`src/rtl/tcps_pkg.sv`:
```
// Shared types and codes for the two-class preemptive scheduler.
// No dependencies.
`default_nettype none
package tcps_pkg;
   typedef enum logic [2:0] {
      OP_ADD_COMMON = 3'd0,
      OP_ADD_REAL   = 3'd1,
      OP_TERMINATE  = 3'd2,
      OP_SLICE_END  = 3'd3,
      OP_DISK_REQ   = 3'd4,
      OP_DISK_DONE  = 3'd5
   } opcode_type;

   localparam logic [2:0] ST_OK        = 3'd0;
   localparam logic [2:0] ST_CPU_IDLE  = 3'd1;
   localparam logic [2:0] ST_BAD_DISK  = 3'd2;
   localparam logic [2:0] ST_FULL      = 3'd3;
   localparam logic [2:0] ST_DISK_IDLE = 3'd4;

   localparam logic [2:0] DISKS_RESET = 3'd4;
   localparam int         REG_DISKS   = 0;

   typedef struct packed {
      logic [2:0] opcode;
      logic [1:0] disk_number;
   } req_type;

   typedef struct packed {
      logic [2:0]  status;
      logic        cpu_busy;
      logic [15:0] running_pid;
      logic        running_real;
      logic [15:0] new_pid;
   } rsp_type;

   // Controller to datapath: which queue step to take this cycle
   typedef enum logic [3:0] {
      CMD_NONE,
      CMD_LOAD,       // latch item, start reads of all heads
      CMD_PUSH_ADD,   // push new pid to chosen class queue
      CMD_DISPATCH,   // pop next task onto CPU (or go idle)
      CMD_PREEMPT,    // push running to common head, pop realtime
      CMD_ROTATE,     // slice rotation in running class
      CMD_DISK_PUSH,  // push running task to disk queue
      CMD_DISK_POP,   // move disk head to class queue
      CMD_RESPOND     // drive result
   } cmd_type;

   // Datapath to controller: conditions
   typedef struct packed {
      logic busy;
      logic cur_real;
      logic rt_empty;
      logic rt_full;
      logic cm_empty;
      logic cm_full;
      logic disk_ok;
      logic disk_empty;
      logic disk_full;
      logic disk_head_real;
   } flags_type;
endpackage
`default_nettype wire

```
`src/rtl/tcps_ram.sv`:
```
// Generic single-write, single-read RAM with registered read.
// No dependencies.
`default_nettype none
module tcps_ram #(
   parameter int WIDTH = 16,
   parameter int DEPTH = 16
) (
   input  wire logic                     clock,
   input  wire logic                     wr_en,
   input  wire logic [$clog2(DEPTH)-1:0] wr_addr,
   input  wire logic [WIDTH-1:0]         wr_data,
   input  wire logic [$clog2(DEPTH)-1:0] rd_addr,
   output logic      [WIDTH-1:0]         rd_data
);
   logic [WIDTH-1:0] mem_ff [DEPTH];

   // Write one entry, register the read
   always_ff @(posedge clock) begin
      if (wr_en) begin
         mem_ff[wr_addr] <= wr_data;
      end
      rd_data <= mem_ff[rd_addr];
   end
endmodule
`default_nettype wire

```
`src/rtl/tcps_datapath.sv`:
```
// Scheduler datapath: CPU registers, pid counter, ready queues and disk queues.
// Depends on tcps_pkg and tcps_ram.
`default_nettype none
module tcps_datapath
   import tcps_pkg::*;
#(
   parameter int QUEUE_DEPTH      = 16,
   parameter int DISK_COUNT       = 4,
   parameter int DISK_QUEUE_DEPTH = 8,
   parameter int PID_BITS         = 16
) (
   input  wire logic       clock,
   input  wire logic       reset,
   input  wire cmd_type    cmd,
   input  wire req_type    req,
   input  wire logic [2:0] status,
   input  wire logic [2:0] disks_in_use,
   output flags_type       flags,
   output rsp_type         rsp
);
   localparam int QW = $clog2(QUEUE_DEPTH);
   localparam int DW = $clog2(DISK_QUEUE_DEPTH);
   localparam int NW = (DISK_COUNT > 1) ? $clog2(DISK_COUNT) : 1;
   localparam int DA = $clog2(DISK_COUNT * DISK_QUEUE_DEPTH);

   logic                busy_ff, busy_in;
   logic [PID_BITS-1:0] cur_pid_ff, cur_pid_in;
   logic                cur_real_ff, cur_real_in;
   logic [PID_BITS-1:0] pid_ctr_ff, pid_ctr_in;
   logic [PID_BITS-1:0] new_pid_ff, new_pid_in;
   logic [QW-1:0]       rt_head_ff, rt_head_in, cm_head_ff, cm_head_in;
   logic [QW:0]         rt_cnt_ff, rt_cnt_in, cm_cnt_ff, cm_cnt_in;
   logic [DW-1:0]       dk_head_ff [DISK_COUNT];
   logic [DW:0]         dk_cnt_ff  [DISK_COUNT];
   logic [NW-1:0]       dsel_ff;
   logic [1:0]          dnum_ff;
   logic                op_real_ff;

   // Queue RAM ports
   logic                rt_we, cm_we, dk_we;
   logic [QW-1:0]       rt_wa, cm_wa;
   logic [PID_BITS-1:0] rt_wd, cm_wd, rt_rd, cm_rd;
   logic [DA-1:0]       dk_wa, dk_ra;
   logic [PID_BITS:0]   dk_rd;

   logic [QW:0] qdepth;
   logic [DW:0] ddepth;
   logic [PID_BITS-1:0] pid_next;
   logic [DW-1:0] dk_head_sel;
   logic [DW:0]   dk_cnt_sel;
   logic [DW-1:0] dk_tail;

   // Step ready-queue pointers, wrapping at the queue depth
   function automatic logic [QW-1:0] q_next(input logic [QW-1:0] p);
      return (32'(p) == QUEUE_DEPTH - 1) ? '0 : p + 1'b1;
   endfunction

   function automatic logic [QW-1:0] q_prev(input logic [QW-1:0] p);
      return (p == '0) ? QW'(QUEUE_DEPTH - 1) : p - 1'b1;
   endfunction

   function automatic logic [QW-1:0] q_tail(input logic [QW-1:0] h, input logic [QW:0] c);
      logic [QW:0] s;
      s = (QW+1)'(h) + c;
      return (s >= (QW+1)'(QUEUE_DEPTH)) ? QW'(s - (QW+1)'(QUEUE_DEPTH)) : QW'(s);
   endfunction

   // Step disk-queue pointers, wrapping at the disk queue depth
   function automatic logic [DW-1:0] d_next(input logic [DW-1:0] p);
      return (32'(p) == DISK_QUEUE_DEPTH - 1) ? '0 : p + 1'b1;
   endfunction

   function automatic logic [DW-1:0] d_tail(input logic [DW-1:0] h, input logic [DW:0] c);
      logic [DW:0] s;
      s = (DW+1)'(h) + c;
      return (s >= (DW+1)'(DISK_QUEUE_DEPTH)) ? DW'(s - (DW+1)'(DISK_QUEUE_DEPTH)) :
                                                 DW'(s);
   endfunction

   assign qdepth = (QW+1)'(QUEUE_DEPTH);
   assign ddepth = (DW+1)'(DISK_QUEUE_DEPTH);
   assign dk_head_sel = dk_head_ff[dsel_ff];
   assign dk_cnt_sel  = dk_cnt_ff[dsel_ff];
   assign dk_tail = d_tail(dk_head_sel, dk_cnt_sel);
   assign pid_next = (pid_ctr_ff + 1'b1 == '0) ? PID_BITS'(1) : pid_ctr_ff + 1'b1;

   tcps_ram #(.WIDTH(PID_BITS), .DEPTH(QUEUE_DEPTH)) u_rt_ram (
      .clock, .wr_en(rt_we), .wr_addr(rt_wa), .wr_data(rt_wd),
      .rd_addr(rt_head_in), .rd_data(rt_rd));
   tcps_ram #(.WIDTH(PID_BITS), .DEPTH(QUEUE_DEPTH)) u_cm_ram (
      .clock, .wr_en(cm_we), .wr_addr(cm_wa), .wr_data(cm_wd),
      .rd_addr(cm_head_in), .rd_data(cm_rd));
   tcps_ram #(.WIDTH(PID_BITS + 1), .DEPTH(DISK_COUNT * DISK_QUEUE_DEPTH)) u_dk_ram (
      .clock, .wr_en(dk_we), .wr_addr(dk_wa), .wr_data({cur_real_ff, cur_pid_ff}),
      .rd_addr(dk_ra), .rd_data(dk_rd));

   // Disk read address follows the selected disk head; latched item sets selection
   always_comb begin
      logic [NW-1:0] s;
      s = (cmd == CMD_LOAD) ? NW'(req.disk_number) : dsel_ff;
      dk_ra = DA'(s) * DA'(DISK_QUEUE_DEPTH) + DA'(dk_head_ff[s]);
      dk_wa = DA'(dsel_ff) * DA'(DISK_QUEUE_DEPTH) + DA'(dk_tail);
   end

   // Status flags for the controller
   always_comb begin
      flags.busy           = busy_ff;
      flags.cur_real       = cur_real_ff;
      flags.rt_empty       = rt_cnt_ff == '0;
      flags.rt_full        = rt_cnt_ff >= qdepth;
      flags.cm_empty       = cm_cnt_ff == '0;
      flags.cm_full        = cm_cnt_ff >= qdepth;
      flags.disk_ok        = (32'(dnum_ff) < 32'(disks_in_use)) &&
                             (32'(dnum_ff) < DISK_COUNT);
      flags.disk_empty     = dk_cnt_sel == '0;
      flags.disk_full      = dk_cnt_sel >= ddepth;
      flags.disk_head_real = dk_rd[PID_BITS];
   end

   // Next-state datapath for each command
   always_comb begin
      busy_in = busy_ff; cur_pid_in = cur_pid_ff; cur_real_in = cur_real_ff;
      pid_ctr_in = pid_ctr_ff; new_pid_in = new_pid_ff;
      rt_head_in = rt_head_ff; rt_cnt_in = rt_cnt_ff;
      cm_head_in = cm_head_ff; cm_cnt_in = cm_cnt_ff;
      rt_we = 1'b0; cm_we = 1'b0; dk_we = 1'b0;
      rt_wa = q_tail(rt_head_ff, rt_cnt_ff); rt_wd = cur_pid_ff;
      cm_wa = q_tail(cm_head_ff, cm_cnt_ff); cm_wd = cur_pid_ff;
      case (cmd)
         CMD_LOAD: begin
            new_pid_in = '0;
         end
         CMD_PUSH_ADD: begin
            new_pid_in = pid_ctr_ff;
            pid_ctr_in = pid_next;
            if (op_real_ff) begin
               rt_we = 1'b1; rt_wd = pid_ctr_ff; rt_cnt_in = rt_cnt_ff + 1'b1;
            end else begin
               cm_we = 1'b1; cm_wd = pid_ctr_ff; cm_cnt_in = cm_cnt_ff + 1'b1;
            end
         end
         CMD_DISPATCH: begin
            if (rt_cnt_ff != '0) begin
               busy_in = 1'b1; cur_pid_in = rt_rd; cur_real_in = 1'b1;
               rt_head_in = q_next(rt_head_ff); rt_cnt_in = rt_cnt_ff - 1'b1;
            end else if (cm_cnt_ff != '0) begin
               busy_in = 1'b1; cur_pid_in = cm_rd; cur_real_in = 1'b0;
               cm_head_in = q_next(cm_head_ff); cm_cnt_in = cm_cnt_ff - 1'b1;
            end else begin
               busy_in = 1'b0; cur_pid_in = '0; cur_real_in = 1'b0;
            end
         end
         CMD_PREEMPT: begin
            cm_head_in = q_prev(cm_head_ff); cm_we = 1'b1; cm_wa = q_prev(cm_head_ff);
            cm_cnt_in = cm_cnt_ff + 1'b1;
            cur_pid_in = rt_rd; cur_real_in = 1'b1;
            rt_head_in = q_next(rt_head_ff); rt_cnt_in = rt_cnt_ff - 1'b1;
         end
         CMD_ROTATE: begin
            // pop head, push running at tail; count unchanged
            if (cur_real_ff) begin
               cur_pid_in = rt_rd; rt_we = 1'b1; rt_head_in = q_next(rt_head_ff);
            end else begin
               cur_pid_in = cm_rd; cm_we = 1'b1; cm_head_in = q_next(cm_head_ff);
            end
         end
         CMD_DISK_PUSH: begin
            dk_we = 1'b1;
         end
         CMD_DISK_POP: begin
            if (dk_rd[PID_BITS]) begin
               rt_we = 1'b1; rt_wd = dk_rd[PID_BITS-1:0]; rt_cnt_in = rt_cnt_ff + 1'b1;
            end else begin
               cm_we = 1'b1; cm_wd = dk_rd[PID_BITS-1:0]; cm_cnt_in = cm_cnt_ff + 1'b1;
            end
         end
         default: ;
      endcase
   end

   // Hold state
   always_ff @(posedge clock) begin
      if (reset) begin
         busy_ff <= 1'b0; cur_pid_ff <= '0; cur_real_ff <= 1'b0;
         pid_ctr_ff <= PID_BITS'(1); new_pid_ff <= '0;
         rt_head_ff <= '0; rt_cnt_ff <= '0; cm_head_ff <= '0; cm_cnt_ff <= '0;
         dsel_ff <= '0; dnum_ff <= '0; op_real_ff <= 1'b0;
         for (int i = 0; i < DISK_COUNT; i++) begin
            dk_head_ff[i] <= '0; dk_cnt_ff[i] <= '0;
         end
      end else begin
         busy_ff <= busy_in; cur_pid_ff <= cur_pid_in; cur_real_ff <= cur_real_in;
         pid_ctr_ff <= pid_ctr_in; new_pid_ff <= new_pid_in;
         rt_head_ff <= rt_head_in; rt_cnt_ff <= rt_cnt_in;
         cm_head_ff <= cm_head_in; cm_cnt_ff <= cm_cnt_in;
         if (cmd == CMD_LOAD) begin
            dsel_ff <= NW'(req.disk_number);
            dnum_ff <= req.disk_number;
            op_real_ff <= req.opcode == OP_ADD_REAL;
         end
         if (cmd == CMD_DISK_PUSH) begin
            dk_cnt_ff[dsel_ff] <= dk_cnt_sel + 1'b1;
         end
         if (cmd == CMD_DISK_POP) begin
            dk_cnt_ff[dsel_ff]  <= dk_cnt_sel - 1'b1;
            dk_head_ff[dsel_ff] <= d_next(dk_head_sel);
         end
      end
   end

   // Result fields
   always_comb begin
      rsp.status       = status;
      rsp.cpu_busy     = busy_ff;
      rsp.running_pid  = busy_ff ? 16'(cur_pid_ff) : 16'd0;
      rsp.running_real = busy_ff & cur_real_ff;
      rsp.new_pid      = 16'(new_pid_ff);
   end
endmodule
`default_nettype wire

```
`src/rtl/tcps_ctrl.sv`:
```
// Scheduler controller: sequences queue steps for each event.
// Depends on tcps_pkg.
`default_nettype none
module tcps_ctrl
   import tcps_pkg::*;
(
   input  wire logic       clock,
   input  wire logic       reset,
   input  wire logic       start,
   input  wire req_type    req,
   input  wire flags_type  flags,
   output cmd_type         cmd,
   output logic [2:0]      status,
   output logic            busy,
   output logic            done
);
   typedef enum logic [2:0] {
      S_IDLE, S_DECODE, S_WAIT, S_CLAIM, S_DISPATCH, S_RESPOND
   } state_type;

   state_type  state_ff;
   logic [2:0] op_ff;
   logic [2:0] status_ff;

   assign busy   = state_ff != S_IDLE;
   assign status = status_ff;
   assign done   = state_ff == S_RESPOND;

   // Command for the current state (a pushed queue entry reaches the head only
   // through the registered RAM read, hence the wait before the CPU claim)
   always_comb begin
      cmd = CMD_NONE;
      case (state_ff)
         S_IDLE: if (start) cmd = CMD_LOAD;
         S_DECODE: begin
            case (op_ff)
               OP_ADD_COMMON: if (!flags.cm_full) cmd = CMD_PUSH_ADD;
               OP_ADD_REAL:   if (!flags.rt_full) cmd = CMD_PUSH_ADD;
               OP_TERMINATE:  if (flags.busy) cmd = CMD_DISPATCH;
               OP_SLICE_END: begin
                  if (flags.busy && ((flags.cur_real && !flags.rt_empty) ||
                                     (!flags.cur_real && !flags.cm_empty)))
                     cmd = CMD_ROTATE;
               end
               OP_DISK_REQ: begin
                  if (flags.disk_ok && flags.busy && !flags.disk_full) cmd = CMD_DISK_PUSH;
               end
               OP_DISK_DONE: begin
                  if (flags.disk_ok && !flags.disk_empty &&
                      !(flags.disk_head_real ? flags.rt_full : flags.cm_full))
                     cmd = CMD_DISK_POP;
               end
               default: ;
            endcase
         end
         S_CLAIM: begin
            if (!flags.busy) cmd = CMD_DISPATCH;
            else if (!flags.cur_real && !flags.rt_empty && !flags.cm_full) cmd = CMD_PREEMPT;
         end
         S_DISPATCH: cmd = CMD_DISPATCH;
         default: ;
      endcase
   end

   // Hold state and status
   always_ff @(posedge clock) begin
      if (reset) begin
         state_ff <= S_IDLE; op_ff <= '0; status_ff <= ST_OK;
      end else begin
         case (state_ff)
            S_IDLE: begin
               if (start) begin
                  op_ff <= req.opcode; status_ff <= ST_OK; state_ff <= S_DECODE;
               end
            end
            S_DECODE: begin
               state_ff <= S_RESPOND;
               case (op_ff)
                  OP_ADD_COMMON, OP_ADD_REAL: begin
                     if (cmd == CMD_PUSH_ADD) state_ff <= S_WAIT;
                     else status_ff <= ST_FULL;
                  end
                  OP_TERMINATE, OP_SLICE_END: if (!flags.busy) status_ff <= ST_CPU_IDLE;
                  OP_DISK_REQ: begin
                     if (!flags.disk_ok) status_ff <= ST_BAD_DISK;
                     else if (!flags.busy) status_ff <= ST_CPU_IDLE;
                     else if (flags.disk_full) status_ff <= ST_FULL;
                     else state_ff <= S_DISPATCH;
                  end
                  OP_DISK_DONE: begin
                     if (!flags.disk_ok) status_ff <= ST_BAD_DISK;
                     else if (flags.disk_empty) status_ff <= ST_DISK_IDLE;
                     else if (cmd != CMD_DISK_POP) status_ff <= ST_FULL;
                     else state_ff <= S_WAIT;
                  end
                  default: ;
               endcase
            end
            S_WAIT:     state_ff <= S_CLAIM;
            S_CLAIM:    state_ff <= S_RESPOND;
            S_DISPATCH: state_ff <= S_RESPOND;
            S_RESPOND:  state_ff <= S_IDLE;
            default:    state_ff <= S_IDLE;
         endcase
      end
   end
endmodule
`default_nettype wire

```
`src/rtl/two_class_preemptive_scheduler_core.sv`:
```
// Top level of the two-class preemptive scheduler.
// Depends on tcps_pkg, tcps_ctrl, tcps_datapath and tcps_ram.
//
// Usage: drive req_payload and pulse start while busy is low; the item is
// taken at that edge. One result per item appears on rsp_payload for one
// cycle with rsp_valid high; the receiver cannot hold it off.
// Flow after the accept edge: events that fail or need one queue step
// (terminate, slice end) go from decode straight to the result; a disk
// request (push then dispatch) passes a dispatch state; adds and disk done
// pass a wait state (queue push, pushed entry reaching the registered head
// read) and a claim state. No item is accepted before the last result;
// busy stays high from the accept edge through the result cycle, then drops.
// Register disks_in_use sits at CSR address 0 (reset 4); write only while
// idle. Reset clears the CPU, counters and queue pointers; queue RAMs need
// no clearing since only entries below each count are read.
`default_nettype none
module two_class_preemptive_scheduler_core
   import tcps_pkg::*;
#(
   parameter int QUEUE_DEPTH      = 16,
   parameter int DISK_COUNT       = 4,
   parameter int DISK_QUEUE_DEPTH = 8,
   parameter int PID_BITS         = 16
) (
   input  wire logic        clock,
   input  wire logic        reset,
   input  wire logic        start,
   output logic             busy,
   input  wire req_type     req_payload,
   output logic             rsp_valid,
   output rsp_type          rsp_payload,
   input  wire logic        psel,
   input  wire logic        penable,
   input  wire logic        pwrite,
   input  wire logic [1:0]  paddr,
   input  wire logic [31:0] pwdata,
   output logic [31:0]      prdata,
   output logic             pready
);
   cmd_type    cmd;
   flags_type  flags;
   logic [2:0] status;
   logic [2:0] disks_ff;
   rsp_type    rsp;

   // Config register
   assign pready = 1'b1;
   assign prdata = (paddr[1:0] == 2'(REG_DISKS * 4)) ? {29'd0, disks_ff} : 32'd0;
   always_ff @(posedge clock) begin
      if (reset) begin
         disks_ff <= DISKS_RESET;
      end else if (psel && penable && pwrite && paddr == 2'(REG_DISKS * 4)) begin
         disks_ff <= pwdata[2:0];
      end
   end

   tcps_ctrl u_ctrl (
      .clock, .reset, .start, .req(req_payload), .flags, .cmd,
      .status, .busy, .done(rsp_valid));

   tcps_datapath #(
      .QUEUE_DEPTH(QUEUE_DEPTH), .DISK_COUNT(DISK_COUNT),
      .DISK_QUEUE_DEPTH(DISK_QUEUE_DEPTH), .PID_BITS(PID_BITS)
   ) u_dp (
      .clock, .reset, .cmd, .req(req_payload), .status,
      .disks_in_use(disks_ff), .flags, .rsp);

   assign rsp_payload = rsp;

`ifndef SYNTHESIS
   a_idle_pid: assert property (@(posedge clock) disable iff (reset)
      rsp_valid && !rsp_payload.cpu_busy |-> rsp_payload.running_pid == 16'd0)
      else $error("idle cpu reports a pid");
   a_accept_busy: assert property (@(posedge clock) disable iff (reset)
      start && !busy |=> busy)
      else $error("accepted item did not raise busy");
   a_one_strobe: assert property (@(posedge clock) disable iff (reset)
      rsp_valid |=> !rsp_valid)
      else $error("result strobe longer than one cycle");
`endif
endmodule
`default_nettype wire
```
`config.mk`:
```
export PLATFORM = sky130hd
export DESIGN_NAME = two_class_preemptive_scheduler_core
export DESIGN_NICKNAME = d
export VERILOG_FILES = /design/src/rtl/tcps_pkg.sv /design/src/rtl/tcps_ram.sv /design/src/rtl/tcps_datapath.sv /design/src/rtl/tcps_ctrl.sv /design/src/rtl/two_class_preemptive_scheduler_core.sv
export SDC_FILE = /design/constraint.sdc
export NUM_CORES = 2
export LEC_CHECK = 0
export BUFFER_PORTS_ARGS = -buffer_cell sky130_fd_sc_hd__buf_2
export CAP_MARGIN = 20
export CORE_MARGIN = 4
export CORE_UTILIZATION = 65
export DETAILED_ROUTE_END_ITERATION = 7
export PLACE_DENSITY = 0.87
export SETUP_SLACK_MARGIN = 0.15
export SLEW_MARGIN = 30
export SYNTH_ARGS = -nofsm -noshare
export SYNTH_HDL_FRONTEND = slang
export SYNTH_HIERARCHICAL = 1
export SYNTH_SLANG_ARGS = --single-unit
```
`constraint.sdc`:
```
create_clock -name clock -period 16.8 [get_ports clock]
set_input_delay 3.36 -clock clock [delete_from_list [all_inputs] [get_ports clock]]
set_output_delay 3.36 -clock clock [all_outputs]
set_load 0.03 [all_outputs]
```
==> flow_summary.ini <==
[status]
outcome = finished with violations
violations = DRC

[logic_synthesis]
synth-main-ff-cell = edfxtp_1
synthTopCellsByCount = 1084 x edfxtp_1, 292 x mux2i_1, 180 x nor2_1
syn_inst = 2932
netlist_top_cells_area = edfxtp_1 66%, mux2i_1 5.9%, dfxtp_1 5.4%
yosysMostFrequentCell = edfxtp_1
ys_seq_area_frac = 0.715
synth_top_area_share = 0.660
synth-edff-count = 1084
synth_warnings = 6
synth-seq-cells = 1218
yosys.cell_types.count = 92
syn-cell-area_um2 = 49300
avgSynthCellArea_um2 = 16.8
ys_async_sr_fraction = 0
synth_top_area_cell = edfxtp_1

[finish]
drive_above_1_share = 0.161
fin_nets = 3090
area_delta_synth_final_pct = 9.95
final_core_util = 0.724
fill_cells = 4015
antenna-diode-count = 0

[sta]
setup_viol = 0
period_minus_slack_ns = 9.22
timing.fmax_mhz = 108
skew_ns = 0.0216
worst_pin_slew_ns = 1.04
drv_slew = 0
rsz0062_at_grt = false
slew_headroom = 0.301
hold_viol = 0
setup_tns_ns = 0
finalCritPeriodShare = 0.549

[pwr]
switchingPower_mw = 2.29
p_int_mw = 5.55
combPwrFrac = 0.209
swShare = 0.292
p_per_area_nw_per_um2 = 145
p_clk_frac = 0.328
power.leakage_nw = 18.6
peakVddDrop_v = 0.000133
seqPwrFrac = 0.463

[clocking]
post_cts_buffers = 0
cts_resized = 0
clk_latency_ns = 0.68
cts-buffers-inserted = 115
clk_pin_slew_ns = 0.06
cts_root_buf = clkbuf_16
cts_buffer_depth = 3
cts_tree = built
cts_hold_buffers = 0
cts.sink_count = 1218
htreeDepth = 3

[drt]
wirelength_um = 124000
ant_nets = 0
firstDrtPassIters = 8
num_vias = 28670
drt_iter0_drc = 4606
via_per_inst = 7.01
wl_per_cell_um = 30.3
drc_errors = 59

[global_routing]
grt_pass1_vias = 28942
grt_use_total = 0.303
antenna_found_initial = 5
grt_max_degree = 151
grt_pass1_wl_um = 183000
grt_overflow = 0

[floorplan]
fp.dieW_um = 283
io_pins = 117
core_um2 = 74800
die_h_um = 283
fp.dieArea_um2 = 80300
fp-row-count = 100
initial_core_util = 0.659

[worst_setup_path]
worstPathRequired_ns = 17.40
critPathLaunchType = input pin
crit_type = in -> reg
endpoint_kind = flop
worstPathMaxFanout = 89
critPathArrivalTime_ns = 9.83

[hold_path]
hold_class = reg -> reg

[job]
cap_violations = 0

[placed_design]
gp_congestion = 0.912
dp_hpwl_um = 70800
port_buffers = 57
==> logic make-up (layout without fill, tap and decap cells) <==
logic type,count (synthesis),after routing,synth area share
adders and majority gates,26,26,0.00736
muxes,431,431,0.124
other,3,31,0.000228
and+or+nand+nor,573,573,0.0579
AOI/OAI and AO/OA,373,373,0.0565
DFF,1218,1218,0.715
xor gates and xnor gates,42,42,0.00746
buffers and inverters,266,426,0.0322
==> per-stage QoR <==
step                      hold WS [ns]  worst slack, ns  instances  instance area (µm²)  total power [mW]
after floorplan                  0.431             9.73       2960                49400              4.83
after global placement           0.441             7.03       3870                50400              5.16
after detailed placement         0.453             7.02       3870                50400              5.25
after CTS                        0.462             7.52       4088                54100              7.81
after global routing             0.510             7.32       4089                54200              8.08
final                            0.468             7.58       4089                54200              7.85
==> power groups by stage <==
stage                     logic, mW  clock network (mW)  registers (mW)
after floorplan                1.19                   0            3.64
after global placement         1.48                   0            3.68
after detailed placement       1.56                   0            3.68
after CTS                      1.60                2.59            3.62
after global routing           1.72                2.72            3.63
final                          1.64                2.57            3.63
==> flip-flops by register name, indices dropped and copies added, names as in the netlist, 4 cells and up <==
signal	cells
u_dp/u_cm_ram/mem_ff	256
u_dp/new_pid_ff	16
u_dp/u_dk_ram/rd_data	17
u_dp/rt_cnt_ff	5
u_dp/u_rt_ram/mem_ff	256
u_dp/rt_head_ff	4
u_dp/u_cm_ram/rd_data	16
u_dp/dk_cnt_ff	16
u_dp/u_rt_ram/rd_data	16
u_dp/cm_cnt_ff	5
u_dp/cur_pid_ff	16
u_dp/cm_head_ff	4
u_dp/dk_head_ff	12
u_dp/pid_ctr_ff	16
u_dp/u_dk_ram/mem_ff	544
==> cells in the final DEF, fill, tap and decap left out, types with 55 or more instances in the layout <==
master     instances
a22oi_1          164
buf_2             56
a21oi_1           60
edfxtp_1        1084
nor2_1           176
nand3_1           55
buf_4            100
clkbuf_16        116
dfxtp_1          133
mux2i_1          291
mux4_2           115
nand2_1          131
==> path summary, 6_finish.rpt <==
kind                              endpoint  cells after the start  slack [ns]             from
setup reg to reg  u_dp/u_dk_ram/rd_data[9]                     19        8.50  u_dp/dsel_ff[0]
setup / recovery  u_dp/u_dk_ram/rd_data[9]                     17        7.58            start
hold reg to reg            u_dp/dnum_ff[0]                      2        0.47  u_dp/dnum_ff[0]
hold / removal             u_dp/dnum_ff[0]                      2        0.47  u_dp/dnum_ff[0]
==> worst max-delay path, cell delays in order <==
cell and delay [ns]:
buf_2 0.12, or2_2 0.30, a21oi_1 0.27, nand2_1 0.54
nand2b_1 0.36, nor3_1 0.18, nand2_1 0.13, a21boi_1 0.67
mux2i_4 0.34, buf_4 0.72, buf_12 0.55, buf_16 0.41
buf_6 0.71, mux2i_1 0.17, a22oi_1 0.25, nand4_1 0.29
nand3_1 0.20
==> per-layer routing <==
layer	wire length (µm)	track usage
met1	41300	0.386
met2	59800	0.495
met3	15300	0.0737
met4	7540	0.151
met5	52	0
==> final cells by class <==
| cell class | instances | area, µm² | share of cell area |
|---|---|---|---|
| repair buffers | 160 | 1100 | 0.0203 |
| multi-input cells | 1476 | 12700 | 0.235 |
| clock inverters | 56 | 597 | 0.0110 |
| well taps | 969 | 1210 | 0.0224 |
| clock buffers | 162 | 3150 | 0.0580 |
| inverters | 48 | 180 | 0.00332 |
| flip-flops and latches | 1218 | 35200 | 0.650 |
(Power assumes the default switching activity.)
